--- config.mk ---
export PLATFORM = sky130hd
export DESIGN_NAME = evicting_bounded_stack
export DESIGN_NICKNAME = d
export VERILOG_FILES = /design/src/hdl/ebs_pkg.sv /design/src/hdl/evicting_bounded_stack.sv /design/src/hdl/ebs_cell.sv
export SDC_FILE = /design/constraint.sdc
export NUM_CORES = 2
export LEC_CHECK = 0
export BUFFER_PORTS_ARGS = -buffer_cell sky130_fd_sc_hd__buf_2
export CAP_MARGIN = 20
export CORE_MARGIN = 3
export CORE_UTILIZATION = 60
export CTS_CLUSTER_SIZE = 16
export DETAILED_ROUTE_END_ITERATION = 10
export GPL_TIMING_DRIVEN = 0
export PLACE_DENSITY = 0.79
export SKIP_CTS_REPAIR_TIMING = 1
export SYNTH_ARGS = -nofsm -noshare
export SYNTH_HDL_FRONTEND = slang
export SYNTH_SLANG_ARGS = --single-unit
export TNS_END_PERCENT = 5
--- constraint.sdc ---
create_clock -name clk -period 52.9 [get_ports clk]
set_input_delay 13.225 -clock clk [delete_from_list [all_inputs] [get_ports clk]]
set_output_delay 13.225 -clock clk [all_outputs]
set_load 0.1 [all_outputs]
--- src/hdl/ebs_pkg.sv ---
// ebs_pkg: shared types and constants for the evicting bounded stack.
// Holds the command, response and record structs, and the stack depth.
// No dependencies.
`timescale 1ns / 1ps

package ebs_pkg;

    localparam int DEPTH = 8;
    localparam int CNT_W = $clog2(DEPTH + 1);

    typedef enum logic [1:0]
    {
        CMD_PUSH  = 2'd0,
        CMD_POP   = 2'd1,
        CMD_PEEK  = 2'd2,
        CMD_CLEAR = 2'd3
    } ebs_op_t;

    typedef enum logic [2:0]
    {
        ST_DONE    = 3'd0,
        ST_POPPED  = 3'd1,
        ST_PEEKED  = 3'd2,
        ST_EVICTED = 3'd3,
        ST_EMPTY   = 3'd4
    } ebs_status_t;

    typedef struct packed
    {
        ebs_op_t            cmd;
        logic [63:0]        entry_name;
        logic [7:0]         entry_kind;
        logic signed [31:0] entry_value;
    } ebs_cmd_t;

    typedef struct packed
    {
        ebs_status_t        status;
        logic [63:0]        out_name;
        logic [7:0]         out_kind;
        logic signed [31:0] out_value;
    } ebs_rsp_t;

    typedef struct packed
    {
        logic [63:0]        name;
        logic [7:0]         kind;
        logic signed [31:0] value;
    } ebs_rec_t;

    // shift control broadcast to every cell
    typedef struct packed
    {
        logic push;
        logic pop;
    } ebs_shift_t;

endpackage

--- src/hdl/evicting_bounded_stack.sv ---
// evicting_bounded_stack: top level, fill count, command decode and response register.
// Instantiates a row of ebs_cell slots; depends on ebs_pkg.
`timescale 1ns / 1ps

// A LIFO of ebs_pkg::DEPTH records kept in a row of cells, top of stack in cell 0.
// Push shifts the row down by one and a pop shifts it up. One command item is taken per
// cycle while responses are taken, and its response appears in the response register on
// the next cycle. Push into a full stack returns the bottom record (last cell) with
// status evicted. The command side stalls only while a response waits and is itself
// stalled.

module evicting_bounded_stack
(
    input  logic              clk,
    input  logic              rst_n,
    input  logic              cmd_valid,
    output logic              cmd_stall,
    input  ebs_pkg::ebs_cmd_t cmd_item,
    output logic              rsp_valid,
    input  logic              rsp_stall,
    output ebs_pkg::ebs_rsp_t rsp_item
);

    logic [ebs_pkg::CNT_W-1:0] count_reg;
    logic [ebs_pkg::CNT_W-1:0] count_next;
    logic                      rsp_valid_reg;
    logic                      rsp_valid_next;
    ebs_pkg::ebs_rsp_t         rsp_item_reg;
    ebs_pkg::ebs_rsp_t         rsp_item_next;

    logic                      accept;
    logic                      empty;
    logic                      full;
    ebs_pkg::ebs_shift_t       shift;
    ebs_pkg::ebs_rec_t         new_rec;
    ebs_pkg::ebs_rec_t         cell_rec [ebs_pkg::DEPTH];

    assign cmd_stall = rsp_valid_reg & rsp_stall;
    assign accept    = cmd_valid & ~cmd_stall;
    assign empty     = (count_reg == '0);
    assign full      = (count_reg == ebs_pkg::CNT_W'(ebs_pkg::DEPTH));

    assign shift.push = accept & (cmd_item.cmd == ebs_pkg::CMD_PUSH);
    assign shift.pop  = accept & (cmd_item.cmd == ebs_pkg::CMD_POP) & ~empty;

    assign new_rec.name  = cmd_item.entry_name;
    assign new_rec.kind  = cmd_item.entry_kind;
    assign new_rec.value = cmd_item.entry_value;

    genvar g;
    generate
        for (g = 0; g < ebs_pkg::DEPTH; g++)
        begin : g_cell
            ebs_cell u_cell
            (
                .clk   (clk),
                .shift (shift),
                .upper ((g == 0) ? new_rec : cell_rec[(g == 0) ? 0 : g - 1]),
                .lower ((g == ebs_pkg::DEPTH - 1) ? cell_rec[g]
                        : cell_rec[(g == ebs_pkg::DEPTH - 1) ? g : g + 1]),
                .rec   (cell_rec[g])
            );
        end
    endgenerate

    always_comb
    begin
        count_next    = count_reg;
        rsp_item_next = rsp_item_reg;
        if (accept)
        begin
            rsp_item_next = '0;
            unique case (cmd_item.cmd)
                ebs_pkg::CMD_PUSH:
                begin
                    if (full)
                    begin
                        rsp_item_next.status    = ebs_pkg::ST_EVICTED;
                        rsp_item_next.out_name  = cell_rec[ebs_pkg::DEPTH-1].name;
                        rsp_item_next.out_kind  = cell_rec[ebs_pkg::DEPTH-1].kind;
                        rsp_item_next.out_value = cell_rec[ebs_pkg::DEPTH-1].value;
                    end
                    else
                    begin
                        count_next           = count_reg + ebs_pkg::CNT_W'(1);
                        rsp_item_next.status = ebs_pkg::ST_DONE;
                    end
                end
                ebs_pkg::CMD_POP, ebs_pkg::CMD_PEEK:
                begin
                    if (empty)
                    begin
                        rsp_item_next.status = ebs_pkg::ST_EMPTY;
                    end
                    else
                    begin
                        rsp_item_next.status    = (cmd_item.cmd == ebs_pkg::CMD_POP)
                                                  ? ebs_pkg::ST_POPPED : ebs_pkg::ST_PEEKED;
                        rsp_item_next.out_name  = cell_rec[0].name;
                        rsp_item_next.out_kind  = cell_rec[0].kind;
                        rsp_item_next.out_value = cell_rec[0].value;
                        if (cmd_item.cmd == ebs_pkg::CMD_POP)
                        begin
                            count_next = count_reg - ebs_pkg::CNT_W'(1);
                        end
                    end
                end
                ebs_pkg::CMD_CLEAR:
                begin
                    count_next           = '0;
                    rsp_item_next.status = ebs_pkg::ST_DONE;
                end
                default:
                begin
                    rsp_item_next.status = ebs_pkg::ST_DONE;
                end
            endcase
        end
    end

    assign rsp_valid_next = accept | (rsp_valid_reg & rsp_stall);

    always_ff @(posedge clk or negedge rst_n)
    begin
        if (!rst_n)
        begin
            count_reg     <= '0;
            rsp_valid_reg <= 1'b0;
        end
        else
        begin
            count_reg     <= count_next;
            rsp_valid_reg <= rsp_valid_next;
        end
    end

    always_ff @(posedge clk)
    begin
        rsp_item_reg <= rsp_item_next;
    end

    assign rsp_valid = rsp_valid_reg;
    assign rsp_item  = rsp_item_reg;

    a_evict_on_full: assert property (@(posedge clk) disable iff (!rst_n)
        (shift.push && full) |=> (rsp_item_reg.status == ebs_pkg::ST_EVICTED))
        else $error("push into full stack did not evict");

    a_pop_count: assert property (@(posedge clk) disable iff (!rst_n)
        shift.pop |=> (count_reg == $past(count_reg) - ebs_pkg::CNT_W'(1)))
        else $error("pop did not decrement fill count");

    a_clear_count: assert property (@(posedge clk) disable iff (!rst_n)
        (accept && cmd_item.cmd == ebs_pkg::CMD_CLEAR) |=> (count_reg == '0))
        else $error("clear did not empty the stack");

endmodule

--- src/hdl/ebs_cell.sv ---
// ebs_cell: one stack slot of the cell row.
// Takes the record above on push, the record below on pop, else holds.
// Depends on ebs_pkg.
`timescale 1ns / 1ps

module ebs_cell
(
    input  logic              clk,
    input  ebs_pkg::ebs_shift_t shift,
    input  ebs_pkg::ebs_rec_t upper,
    input  ebs_pkg::ebs_rec_t lower,
    output ebs_pkg::ebs_rec_t rec
);

    ebs_pkg::ebs_rec_t rec_reg;
    ebs_pkg::ebs_rec_t rec_next;

    always_comb
    begin
        priority if (shift.push)
        begin
            rec_next = upper;
        end
        else if (shift.pop)
        begin
            rec_next = lower;
        end
        else
        begin
            rec_next = rec_reg;
        end
    end

    always_ff @(posedge clk)
    begin
        rec_reg <= rec_next;
    end

    assign rec = rec_reg;

endmodule

# Yosys cells after proc, flatten, opt, wreduce, memory -nomap -nowiden
# Index checks and enable logic that the tools add are counted.
dict set report op_classes {
  addsub 2
  mul 0
  div_mod_pow 0
  n_lt_le_gt_ge 0
  n_eq_ne 7
  shifts 0
  n_mux 25
  bitwise 8
  n_reduce_logical 5
}
# operator count
set op_table {}
lappend op_table {{$mux W104} 16}
lappend op_table {{$pmux W104 S2} 1}
lappend op_table {{$mux W4} 3}
lappend op_table {{$pmux W4 S3} 1}
lappend op_table {{$pmux W3 S3} 1}
lappend op_table {{$ne A2 B2 Y1 const B} 3}
lappend op_table {{$and A1 B1 Y1} 5}
lappend op_table {{$add A4 B1 Y4 const B} 1}
lappend op_table {{$eq A2 B2 Y1 const B} 2}
lappend op_table {{$eq A4 B4 Y1 const B} 1}
lappend op_table {{$logic_not A4 Y1} 1}
lappend op_table {{$mux W2} 2}
lappend op_table {{$reduce_and A4 Y1} 1}
lappend op_table {{$sub A4 B1 Y4 const B} 1}
lappend op_table {{$mux W3} 1}
lappend op_table {{$eq A2 B1 Y1 const B} 1}
lappend op_table {{$logic_not A2 Y1} 1}
lappend op_table {{$not A1 Y1} 2}
lappend op_table {{$reduce_bool A2 Y1} 1}
lappend op_table {{$reduce_or A2 Y1} 1}
lappend op_table {{$or A1 B1 Y1} 1}
dict set report totals {
  regBits 944
  latchBits 0
  ram_bits 0
  romBits 0
  input_bits 110
  output_inout_bits 109
  memories 0
}

# Logic depth before layout (Yosys ltp)
dict set report logic_depth {
  depth_word 7
  mapped_depth 8
  depth_no_buf 7
}

# Hierarchy
# A second synthesis with hierarchy kept.
dict set report hier_totals {
  hier_cells 2171
  area_unflattened_um2 41721.3
}
# mod instances cells_per_inst area_per_inst_um2 seq_area_each_um2
set by_module_without_submodules {}
lappend by_module_without_submodules {ebs_cell 8 221 4588.2 3123.0}
lappend by_module_without_submodules {evicting_bounded_stack 1 403 5016.1 3338.2}

# Least setup slack after synthesis
# OpenSTA, ideal clock, no wires.
dict set report synth_path {
  path_kind {input to register}
  start {in cmd_item[105] in the netlist's numbering}
  end {reg g_cell[0].u_cell.rec_reg, in the netlist g_cell[0].u_cell.rec[0] (enable)}
  setup_time_ns 2.064
  t_arrival_ns 48.383
  t_required_ns 50.836
  setup_slack_ns 2.453
  path_stages 4
  path_buffers 0
  path_cell_list {inv_1 ha_1 o21ai_0 a21oi_1}
}
dict set report synth_via {
  elab_chain_len 4
  elab_cells_between_ends 6
}
# item line_no
set synth_rtl {}
lappend synth_rtl {{start, declared} evicting_bounded_stack.sv:18} ;# input ebs_pkg::ebs_cmd_t cmd_item,
lappend synth_rtl {{$eq A2 B1 Y1} evicting_bounded_stack.sv:44} ;# assign shift.pop = accept & (cmd_item.cmd == ebs_pkg::CMD_POP) & ~empty;
lappend synth_rtl {{$and A1 B1 Y1 (2 in series)} evicting_bounded_stack.sv:44}
lappend synth_rtl {{$reduce_bool A2 Y1 (no source line) (*)} -}
lappend synth_rtl {{end signal, assigned} ebs_cell.sv:36} ;# rec_reg <= rec_next;
lappend synth_rtl {{end, declared} ebs_cell.sv:15} ;# ebs_pkg::ebs_rec_t rec_reg;
# Mark *: on every way between the ends. The rest lies on a longest branch, timed or not.
# A chain may end at the register's enable or synchronous reset.

# Final worst setup path
dict set report layout_path {
  start {in rsp_stall}
  end {out cmd_stall}
}
dict set report layout_via {
  elab_chain_len 1
}
# item line_no
set layout_rtl {}
lappend layout_rtl {{start, declared} evicting_bounded_stack.sv:20} ;# input logic rsp_stall,
lappend layout_rtl {{$and A1 B1 Y1} evicting_bounded_stack.sv:38} ;# assign cmd_stall = rsp_valid_reg & rsp_stall;
lappend layout_rtl {{end, declared} evicting_bounded_stack.sv:17} ;# output logic cmd_stall,
# No other way between the ends.

==> impl_metrics.tcl <==
set metrics [dict create \
    hold_end "g_cell[7].u_cell.rec[24]" \
    tritoncts "built" \
    grt_pass1_vias 21324 \
    dpl.cell_count 3153 \
    syn_to_final_growth_pct 14.8 \
    grt_max_degree 76 \
    finalMaxSlewViolations 0 \
    antenna_left 0 \
    drive_gt1_frac 0.520 \
    fin_setup_tns_ns 0 \
    hold_depth 0 \
    die_y_um 263 \
    synthFlopType "edfxtp_1" \
    p_total_mw 1.77 \
    core_um2 64800 \
    slowest_delay_ns 0.41 \
    cts_sinks 944 \
    r2r-end "g_cell[1].u_cell.rec[43]" \
    dr_total_vias 20100 \
    gp_congestion 0.777 \
    post-route-worst-setup-slack_ns 25.84 \
    yosysTopAreaCellShare 0.713 \
    syn_nets 2167 \
    routed_wl_mm 84.0 \
    syn_area_um2 39500 \
    yosysMostFrequentCell "edfxtp_1" \
    worst_slew_pin_slew_ns 0.833 \
    die_area_um2 69000 \
    synth_edf_count 939 \
    nets 2512 \
    path_cells "buf_2, nand2_1, inv_1, buf_2" \
    rsz0062_at_grt "false" \
    r2r_cells 11 \
    drt_pre_antenna_iters 5 \
    routed_via_density 6.05 \
    finalCriticalPeriod_ns 27.06 \
    drtIter0Drc 1985 \
    placed_area_um2 42400 \
    drc 0 \
    cts_buffers 94 \
    grt_remaining_overflow 0 \
    min_period_over_period 0.512 \
    track_usage 0.241 \
    timing.fmax_mhz 37.0 \
    stdcell_area_um2 45400 \
    crit_buf_inv 3 \
    hpwl_mm 53.0 \
    path_common_cell "buf_2" \
    ys_top_cells_by_area "edfxtp_1, mux2_2, buf_6" \
    reg2reg_slack_ns 49.43 \
    yosys_warnings 0 \
    ios 219 \
    final_util 0.700 \
    max_cap_viol_count 0 \
    grt_pass1_wl_mm 128 \
    critPathTopFamily "buffers and inverters" \
    fin_worst_skew_ns 0.0198 \
    cp-start-kind "input port" \
    irDropWorstVdd_uv 25.9 \
    insertion_delay_ns 0.64 \
    crit_type "in -> out" \
    rows 93 \
    path_clk_slew_ns 0.06 \
    relSlewSlack 0.443 \
    r2r_start "count_reg[0]" \
    run_status "finished clean" \
    port_buffers 218 \
    ctsLongestPathBuffers 3 \
    syn_area_per_cell_um2 19.3 \
    synth.distinct_cells 33 \
    hold_viol 0 \
    slowest_stage "buf_2" \
    antenna_found_initial 3 \
    p_leak_nw 15.3 \
    crit_path_max_fanout 2 \
    ys_async_sr_fraction 0.00530 \
    ys_seq_area_frac 0.716 \
    yosysTopAreaCell "edfxtp_1" \
    root_buffer "clkbuf_16" \
    worstHoldStart "g_cell[6].u_cell.rec[24]" \
    hp-class "reg -> reg" \
    syn-instance-count 2049 \
    largest_reg_flops 832 \
    p_per_area_nw_per_um2 39.0 \
    arrival_ns 13.83 \
    end_kind "output pin" \
    setup_violations 0 \
    cp.required_ns 39.68 \
    h-tree-depth 3 \
    finalNonFillerCells 3320 \
    yosys_register_bits 944 \
    ys_top_cells_by_count "edfxtp_1, mux2_2, nor2_1" \
    initial_core_util 0.610 \
    post_drt_wl_per_cell_um 25.3 \
    hold_ws_ns 0.441 \
    die_x_um 263 \
    place_ws_ns 25.84 \
]
-- routing by layer --
layer / GRT usage / routed length, um / share of wire / up-vias
li1: - / - / - / 8796
met1: 0.329 / 34600 / 0.41 / 10437
met2: 0.408 / 42500 / 0.51 / 747
met3: 0.0334 / 5090 / 0.061 / 120
met4: 0.0710 / 1840 / 0.022 / 0
met5: 0 / 0 / 0 / -
-- area by class of cell --
cell class,instances,area (um^2)
Tap cell,855,1070
Inverter,10,42.5
Clock buffer,115,2520
Sequential cell,944,28300
Fill cell,3954,19400
Clock inverter,51,430
Antenna cell,1,2.50
Buffer,115,1130
Multi-Input combinational cell,980,10100
Timing Repair Buffer,249,1800
-- layout by cell type (no fill, tap or decap), drive strengths merged, types with 7 or more instances in the layout --
cell type / count
mux2: 731
clkbuf: 131
inv: 12
bufinv: 7
ha: 7
a22oi: 105
edfxtp: 939
buf: 348
nor2: 112
clkinv: 40
-- worst max-delay path by stage --
stage             startpoint                       end  slack, ns  cells past startpoint
5_1_grt            rsp_stall                 cmd_stall      25.80                      4
3_5_place_dp       rsp_stall                 cmd_stall      25.84                      4
6_report           rsp_stall                 cmd_stall      25.84                      4
3_3_place_gp   cmd_item[105]  g_cell[0].u_cell.rec[43]      -8.39                      5
4_1_cts            rsp_stall                 cmd_stall      25.84                      4
2_1_floorplan  cmd_item[105]   g_cell[0].u_cell.rec[0]       2.45                      4
-- where the power goes --
part	switching (mW)	internal, mW	total (mW)
Sequential	0.0211	0.879	0.901
Clock	0.276	0.371	0.647
Combinational	0.150	0.0746	0.224
-- kinds of logic after synthesis --
kind of cell    Yosys count  share of synthesized area
xor+xnor                  1                   0.000222
flops                   944                      0.716
mux                     731                      0.208
compound gates          117                     0.0294
fa+ha+maj                 8                    0.00272
simple gates            123                     0.0137
buf+inv                 125                     0.0295
Note: power is estimated with default switching activity, not from simulation.
